$ cat config.mk
export PLATFORM = sky130hd
export DESIGN_NAME = epaper_pixel_format_packer_top_flat
export DESIGN_NICKNAME = d
export VERILOG_FILES = /design/src/rtl/core/epfp_pkg.sv /design/src/rtl/core/epfp_in_if.sv /design/src/rtl/core/epfp_out_if.sv /design/src/rtl/core/epfp_format.sv /design/src/rtl/core/epfp_out_buf.sv /design/src/rtl/core/epaper_pixel_format_packer_top.sv /design/src/flat_wrapper.sv
export SDC_FILE = /design/constraint.sdc
export NUM_CORES = 1
export LEC_CHECK = 0
export BUFFER_PORTS_ARGS = -buffer_cell sky130_fd_sc_hd__buf_4
export CAP_MARGIN = 40
export CORE_UTILIZATION = 34
export CTS_CLUSTER_SIZE = 8
export DETAILED_ROUTE_END_ITERATION = 8
export GPL_TIMING_DRIVEN = 1
export RECOVER_POWER = 25
export REMOVE_ABC_BUFFERS = 1
export SLEW_MARGIN = 25
export SYNTH_ARGS = -nofsm -noshare
export SYNTH_HDL_FRONTEND = slang
export SYNTH_SLANG_ARGS = --single-unit
$ cat constraint.sdc
create_clock -name clk -period 2 [get_ports clk]
set_clock_uncertainty 0.2 [all_clocks]
set_input_delay 0.3 -clock clk [delete_from_list [all_inputs] [get_ports clk]]
set_output_delay 0.3 -clock clk [all_outputs]
set_load 0.05 [all_outputs]
$ cat src/rtl/core/epfp_pkg.sv
// ----------------------------------------------------------------------------
// epfp_pkg
// Shared types, mode codes and pixel helper functions of the e-paper pixel
// format packer.
// ----------------------------------------------------------------------------
`default_nettype none

package epfp_pkg;

	typedef logic [7:0] byte_t;
	typedef logic [3:0] nibble_t;
	typedef logic [1:0] code_t;

	typedef enum logic [1:0] {
		MODE_MONO     = 2'd0,
		MODE_MONO_MIR = 2'd1,
		MODE_DIFF     = 2'd2,
		MODE_GRAY     = 2'd3
	} mode_t;

	// Up to two packed bytes caused by one input item.
	typedef struct packed {
		logic [1:0] count;
		byte_t      first;
		byte_t      second;
	} result_t;

	// Build four 2-bit codes; hi4 holds the code high bits, lo4 the low bits,
	// pixel 0 in bit 3 of each and in bits 7:6 of the result.
	function automatic byte_t spread_pairs(nibble_t hi4, nibble_t lo4);
		byte_t r;
		r = '0;
		for (int i = 0; i < 4; i++) begin
			r[7 - 2 * i] = hi4[3 - i];
			r[6 - 2 * i] = lo4[3 - i];
		end
		return r;
	endfunction

	function automatic byte_t reverse8(byte_t b);
		byte_t r;
		r = '0;
		for (int i = 0; i < 8; i++) begin
			r[i] = b[7 - i];
		end
		return r;
	endfunction

	// Indexes 0..3 pass through; higher ones fold by their upper bit pair.
	function automatic code_t gray_fold(nibble_t idx);
		code_t c;
		case (idx[3:2])
			2'd0: c = idx[1:0];
			2'd1: c = 2'b10;
			2'd2: c = 2'b01;
			default: c = 2'b11;
		endcase
		return c;
	endfunction

endpackage

`default_nettype wire

$ cat src/rtl/core/epfp_in_if.sv
// ----------------------------------------------------------------------------
// epfp_in_if
// Input channel: one framebuffer byte, the previous-frame byte and row end.
// ----------------------------------------------------------------------------
`default_nettype none

interface epfp_in_if;
	import epfp_pkg::*;

	logic  valid;
	logic  ready;
	byte_t new_byte;
	byte_t old_byte;
	logic  row_end;

	modport source (output valid, output new_byte, output old_byte, output row_end,
		input ready);
	modport sink (input valid, input new_byte, input old_byte, input row_end,
		output ready);

endinterface

`default_nettype wire

$ cat src/rtl/core/epfp_out_if.sv
// ----------------------------------------------------------------------------
// epfp_out_if
// Output channel: one packed controller byte and its last-of-item mark.
// ----------------------------------------------------------------------------
`default_nettype none

interface epfp_out_if;
	import epfp_pkg::*;

	logic  valid;
	logic  ready;
	byte_t out_byte;
	logic  last;

	modport source (output valid, output out_byte, output last, input ready);
	modport sink (input valid, input out_byte, input last, output ready);

endinterface

`default_nettype wire

$ cat src/rtl/core/epfp_format.sv
// ----------------------------------------------------------------------------
// epfp_format
// Turns one registered input item into zero, one or two packed bytes and
// keeps the half-filled gray byte between items.
// ----------------------------------------------------------------------------
`default_nettype none

module epfp_format (
	input  wire logic            clk,
	input  wire logic            arst_n,
	input  wire epfp_pkg::mode_t mode,
	input  wire epfp_pkg::byte_t new_byte,
	input  wire epfp_pkg::byte_t old_byte,
	input  wire logic            row_end,
	input  wire logic            advance,
	output epfp_pkg::result_t    result
);
	import epfp_pkg::*;

	nibble_t gray_pending_q;
	logic    gray_half_full_q;
	nibble_t gray_two;
	byte_t   mono_b;
	byte_t   hi_b;
	byte_t   lo_b;

	assign gray_two = {gray_fold(new_byte[3:0]), gray_fold(new_byte[7:4])};
	assign mono_b   = (mode == MODE_MONO_MIR) ? reverse8(new_byte) : new_byte;
	assign hi_b     = (mode == MODE_DIFF) ? old_byte : mono_b;
	assign lo_b     = (mode == MODE_DIFF) ? new_byte : mono_b;

	always_comb begin
		result.count  = 2'd2;
		result.first  = spread_pairs(hi_b[7:4], lo_b[7:4]);
		result.second = spread_pairs(hi_b[3:0], lo_b[3:0]);
		if (mode == MODE_GRAY) begin
			result.second = '0;
			if (gray_half_full_q) begin
				result.count = 2'd1;
				result.first = {gray_pending_q, gray_two};
			end else if (row_end) begin
				result.count = 2'd1;
				result.first = {gray_two, 4'b0000};
			end else begin
				result.count = 2'd0;
				result.first = '0;
			end
		end
	end

	// Gray state only moves when an item in gray mode leaves this stage.
	always_ff @(posedge clk or negedge arst_n) begin
		if (!arst_n) begin
			gray_pending_q   <= '0;
			gray_half_full_q <= 1'b0;
		end else if (advance && mode == MODE_GRAY) begin
			if (gray_half_full_q) begin
				gray_pending_q   <= '0;
				gray_half_full_q <= 1'b0;
			end else if (!row_end) begin
				gray_pending_q   <= gray_two;
				gray_half_full_q <= 1'b1;
			end
		end
	end

endmodule

`default_nettype wire

$ cat src/rtl/core/epfp_out_buf.sv
// ----------------------------------------------------------------------------
// epfp_out_buf
// Result register with a second slot, so that a two-byte result is handed
// out one byte per transfer.
// ----------------------------------------------------------------------------
`default_nettype none

module epfp_out_buf (
	input  wire logic              clk,
	input  wire logic              arst_n,
	input  wire logic              load,
	input  wire epfp_pkg::result_t result,
	output logic                   free,
	epfp_out_if.source             out_ch
);
	import epfp_pkg::*;

	logic  head_valid_q;
	logic  head_last_q;
	byte_t head_byte_q;
	logic  tail_valid_q;
	byte_t tail_byte_q;
	logic  take;

	assign take = head_valid_q && out_ch.ready;
	// The buffer can load when it is empty or its final byte leaves now.
	assign free = !head_valid_q || (take && !tail_valid_q);

	assign out_ch.valid    = head_valid_q;
	assign out_ch.out_byte = head_byte_q;
	assign out_ch.last     = head_last_q;

	always_ff @(posedge clk or negedge arst_n) begin
		if (!arst_n) begin
			head_valid_q <= 1'b0;
			tail_valid_q <= 1'b0;
		end else if (load) begin
			head_valid_q <= 1'b1;
			tail_valid_q <= (result.count == 2'd2);
		end else if (take) begin
			head_valid_q <= tail_valid_q;
			tail_valid_q <= 1'b0;
		end
	end

	always_ff @(posedge clk) begin
		if (load) begin
			head_byte_q <= result.first;
			head_last_q <= (result.count != 2'd2);
			tail_byte_q <= result.second;
		end else if (take) begin
			head_byte_q <= tail_byte_q;
			head_last_q <= 1'b1;
		end
	end

endmodule

`default_nettype wire

$ cat src/rtl/core/epaper_pixel_format_packer_top.sv
// ----------------------------------------------------------------------------
// epaper_pixel_format_packer_top
// Packs framebuffer bytes into 2-bit-per-pixel controller bytes in mono,
// mirrored mono, old/new diff or gray4 mode.
//
//   Channel   Direction  Payload
//   in_ch     sink       new_byte[7:0], old_byte[7:0], row_end
//   out_ch    source     out_byte[7:0], last
//   cfg       write only cfg_we, cfg_wdata[1:0] (pack_mode)
//
// An accepted item is held in the input register and then loads the result
// buffer, which offers its first byte on the output channel; an item
// without a result (a gray byte that is only stored) loads nothing.
// Mono and diff items give two bytes each on the one-byte output channel;
// gray items give one byte or none. Reset clears the mode to mono and drops
// any pending gray pixels. A stalled output holds the buffer, and the input
// register stays full until the buffer can take its result.
// ----------------------------------------------------------------------------
`default_nettype none

module epaper_pixel_format_packer_top (
	input  wire logic       clk,
	input  wire logic       arst_n,
	input  wire logic       cfg_we,
	input  wire logic [1:0] cfg_wdata,
	epfp_in_if.sink         in_ch,
	epfp_out_if.source      out_ch
);
	import epfp_pkg::*;

	mode_t   pack_mode_q;
	logic    valid_s1;
	byte_t   new_byte_s1;
	byte_t   old_byte_s1;
	logic    row_end_s1;
	result_t result;
	logic    buf_free;
	logic    go_s1;

	// Items without a result leave the input register regardless of the buffer.
	assign go_s1       = valid_s1 && (result.count == 2'd0 || buf_free);
	assign in_ch.ready = !valid_s1 || go_s1;

	always_ff @(posedge clk or negedge arst_n) begin
		if (!arst_n) begin
			pack_mode_q <= MODE_MONO;
		end else if (cfg_we) begin
			pack_mode_q <= mode_t'(cfg_wdata);
		end
	end

	always_ff @(posedge clk or negedge arst_n) begin
		if (!arst_n) begin
			valid_s1 <= 1'b0;
		end else if (in_ch.ready) begin
			valid_s1 <= in_ch.valid;
		end
	end

	always_ff @(posedge clk) begin
		if (in_ch.valid && in_ch.ready) begin
			new_byte_s1 <= in_ch.new_byte;
			old_byte_s1 <= in_ch.old_byte;
			row_end_s1  <= in_ch.row_end;
		end
	end

	epfp_format u_format (
		.clk      (clk),
		.arst_n   (arst_n),
		.mode     (pack_mode_q),
		.new_byte (new_byte_s1),
		.old_byte (old_byte_s1),
		.row_end  (row_end_s1),
		.advance  (go_s1),
		.result   (result)
	);

	epfp_out_buf u_out_buf (
		.clk    (clk),
		.arst_n (arst_n),
		.load   (go_s1 && result.count != 2'd0),
		.result (result),
		.free   (buf_free),
		.out_ch (out_ch)
	);

endmodule

`default_nettype wire

$ cat src/flat_wrapper.sv
// flat-port wrapper written by rule: the top's interface ports become plain ports
module epaper_pixel_format_packer_top_flat import epfp_pkg::*;
  (clk, arst_n, cfg_we, cfg_wdata, in_ch_valid, in_ch_new_byte, in_ch_old_byte, in_ch_row_end, in_ch_ready, out_ch_valid, out_ch_out_byte, out_ch_last, out_ch_ready);
  epfp_in_if in_ch_i ();
  epfp_out_if out_ch_i ();
  input  wire logic clk;
  input  wire logic arst_n;
  input  wire logic cfg_we;
  input  wire logic [1:0] cfg_wdata;
  input wire logic [$bits(in_ch_i.valid)-1:0] in_ch_valid;
  input wire logic [$bits(in_ch_i.new_byte)-1:0] in_ch_new_byte;
  input wire logic [$bits(in_ch_i.old_byte)-1:0] in_ch_old_byte;
  input wire logic [$bits(in_ch_i.row_end)-1:0] in_ch_row_end;
  output wire logic [$bits(in_ch_i.ready)-1:0] in_ch_ready;
  output wire logic [$bits(out_ch_i.valid)-1:0] out_ch_valid;
  output wire logic [$bits(out_ch_i.out_byte)-1:0] out_ch_out_byte;
  output wire logic [$bits(out_ch_i.last)-1:0] out_ch_last;
  input wire logic [$bits(out_ch_i.ready)-1:0] out_ch_ready;
  assign in_ch_i.valid = in_ch_valid;
  assign in_ch_i.new_byte = in_ch_new_byte;
  assign in_ch_i.old_byte = in_ch_old_byte;
  assign in_ch_i.row_end = in_ch_row_end;
  assign in_ch_ready = in_ch_i.ready;
  assign out_ch_valid = out_ch_i.valid;
  assign out_ch_out_byte = out_ch_i.out_byte;
  assign out_ch_last = out_ch_i.last;
  assign out_ch_i.ready = out_ch_ready;
  epaper_pixel_format_packer_top u_core (.clk(clk), .arst_n(arst_n), .cfg_we(cfg_we), .cfg_wdata(cfg_wdata), .in_ch(in_ch_i), .out_ch(out_ch_i));
endmodule
==> flow_summary.ini <==
[layout]
area_delta_synth_final_pct = 33.9
nNetsFinal = 246
diodes = 0
layout_common_cells = edfxtp_1 (34), buf_4 (30), nand2_1 (20), dlygate4sd3_1 (18), clkbuf_4 (14)
mostFrequentLayoutCell = edfxtp_1
drive_gt1_share_pct = 27.5
fin_cells = 294
nFillCells = 524

[job]
drv_cap = 0

[power_and_ir_drop]
power_frac_comb_pct = 39.4
peakVddDrop_uv = 593
p_per_area_nw_per_um2 = 1210
pwr-share-clk_pct = 16.0
power.switching_w = 0.00118
p_sw_share_pct = 36.9
intPower_w = 0.00202
p_total_w = 0.00321
p_leak_nw = 1.07
pwr-share-seq_pct = 44.6

[clock_tree]
clk_latency_ns = 0.29
cts_tree = built
numCtsBuffers = 5
clk_pin_slew_ns = 0.07
cts_buffer_depth = 2
cts_sinks = 44
cts_root_buf = clkbuf_8
htreeDepth = 2

[yosys]
synth_flop_cell = edfxtp_1
synth_seq_cells = 44
synth_edf_count = 34
ys_seq_area_share_pct = 64.3
synth.largest_area_cell = edfxtp_1
netlist-cell-type-count = 33
synthArstFlopShare_pct = 22.7
synth_cells = 159
yosysWarnings = 0
synth_area_leaders = edfxtp_1 (52%), dfrtp_1 (13%), nand2_1 (3.8%), a21o_1 (3.0%), a21oi_1 (2.5%)
synth.avg_cell_area_um2 = 12.4
synth_top_area_share_pct = 51.6
synthesis.area_um2 = 1980

[placed_design]
dp.cells = 266
place.gp.congestion = 0.792
place_hpwl_um = 2880
io_buffer_count = 34

[floorplan]
die_w_um = 78.3
rows = 27
core_area_um2 = 5540
fp.dieH_um = 78.3
start_util_pct = 35.7
die-area_um2 = 6120
ios = 35

[drt]
drc = 0
drt_wl_total_um = 4100
viasPerCell = 4.90
first_pass_iters = 5
num_vias = 1440
drt_iter0_markers = 64
ant_nets = 0
avgRoutedWirePerCell_um = 13.9

[min_path]
worstHoldPathType = input port to flip-flop

[global_routing]
grt_pass1_vias = 1457
antenna_found_initial = 0
grt_first_pass_wirelength_um = 7000
grt_overflow = 0
grtUsageTotal_pct = 15.1
grt_start_max_net_pins = 18

[setup_path]
crit_required_ns = 1.50
critical_path_arrival_ns = 1.45
cp-start-kind = flip-flop
worstPathMaxFanout = 3
worstSetupEndpointType = output port
max_stage_delay_ns = 0.41
path_class = flip-flop to output port
crit_chain = and2_4, a21o_1, or2_1, buf_6
cp_slowest_cell = dfrtp_1

[outcome]
status = completed

[sta]
hold_violations = 0
drv_slew = 0
maxSlewHeadroom_pct = 62.3
rsz0062_at_grt = no
max_freq_mhz = 512
worst_pin_slew_ns = 0.565
min_period_ns = 1.95
setup_viol = 0
period_share_pct = 97.6
[power by group through the flow]
| stage | logic (W) | clock network (W) | registers, W |
|---|---|---|---|
| 2_1_floorplan | 0.000509 | 0 | 0.00173 |
| 3_3_place_gp | 0.00121 | 0 | 0.00144 |
| 3_5_place_dp | 0.00121 | 0 | 0.00145 |
| 4_1_cts | 0.00126 | 0.000530 | 0.00143 |
| 5_1_grt | 0.00137 | 0.000569 | 0.00146 |
| 6_report | 0.00126 | 0.000514 | 0.00143 |
[kinds of logic after synthesis]
group | synth area share, %
muxes | 3.80
AOI/OAI and AO/OA | 18.0
buffers and inverters | 3.67
xor gates and xnor gates | 0.443
DFF | 64.3
and+or+nand+nor | 9.75
[layer usage]
layer  global-route usage (%)  vias to the layer above  share of wire [%]
li1                         -                      715                  -
met1                     19.3                      681                 47
met2                     24.9                       39                 48
met3                     3.49                        5                4.1
met4                     5.37                        0                1.3
met5                        0                        -                  0
[worst max-delay path, delay by kind of cell (launching register included)]
kind	cells	cell delay, ns
AO/OA/AOI/OAI	1	0.18
buffers and inverters	1	0.17
flip-flops	1	0.41
AND/OR/NAND/NOR	2	0.41
[layout make-up]
class / count / area, um2 / area share (%)
tap: 72 / 90.1 / 3.40
clock buffer: 5 / 68.8 / 2.60
multi-input combinational: 99 / 638 / 24.1
sequential: 44 / 1270 / 48.0
inverter: 7 / 26.3 / 0.992
clock inverter: 2 / 7.51 / 0.284
timing repair buffer: 65 / 546 / 20.6
[sequential cells by signal, summed over array words and instances, names as in the netlist]
| register | flops |
|---|---|
| u_core.pack_mode_q | 2 |
| u_core.new_byte_s1 | 8 |
| u_core.valid_s1 | 1 |
| u_core.u_format.gray_half_full_q | 1 |
| u_core.old_byte_s1 | 8 |
| u_core.row_end_s1 | 1 |
| u_core.u_out_buf.tail_byte_q | 8 |
| u_core.u_out_buf.out_ch.out_byte | 8 |
| u_core.u_out_buf.tail_valid_q | 1 |
| u_core.u_out_buf.out_ch.last | 1 |
| u_core.u_format.gray_pending_q | 4 |
| u_core.u_out_buf.out_ch.valid | 1 |
[metrics by stage]
step           hold slack (ns)  utilization, %  TNS [ns]  cell area [um2]  setup slack (ns)
5_1_grt                 0.0134            47.8         0             2650          0.000381
2_1_floorplan           -0.196               -     -8.84             1930            -0.520
6_report                0.0205            47.8         0             2650            0.0483
3_5_place_dp           -0.0583            42.7         0             2360             0.118
3_3_place_gp           -0.0589            42.7         0             2360             0.134
4_1_cts                 0.0149            47.7         0             2650            0.0241
[Yosys cell counts, drive strengths merged, types with 2 or more instances]
cell type   n
edfxtp     34
nand2      20
o21ai      11
a21oi      10
dfrtp      10
a21o        8
inv         7
a22oi       6
buf         5
nor2b       5
a32oi       4
clkbuf      4
mux2        4
nand2b      4
nor2        4
o211ai      4
a221o       3
a22o        3
mux2i       3
and2        2
[repair_timing]
| action | in CTS | in global routing |
|---|---|---|
| resized for setup | 1 | 2 |
| gates cloned | 0 | 0 |
| hold endpoints to repair | 27 | 0 |
| endpoints found under the setup margin | 1 | 5 |
| hold buffers | 18 | 0 |
| setup buffers | 3 | 0 |
[worst paths after layout]
| kind | slack [ns] | startpoint | end | depth (start not counted) |
|---|---|---|---|---|
| min reg2reg | 0.31 | u_core.u_format.gray_pending_q[3] | u_core.u_format.gray_pending_q[3] | 2 |
| max in group asynchronous | 0.92 | arst_n | u_core.u_out_buf.out_ch.valid | 2 |
| max | 0.05 | u_core.pack_mode_q[1] | in_ch_ready | 4 |
| max reg2reg | 0.11 | u_core.pack_mode_q[1] | u_core.u_out_buf.out_ch.out_byte[5] | 6 |
| min in group asynchronous | 0.31 | arst_n | u_core.pack_mode_q[1] | 2 |
| min | 0.02 | in_ch_valid | u_core.valid_s1 | 2 |
Note: power is estimated with default switching activity, not from simulation.
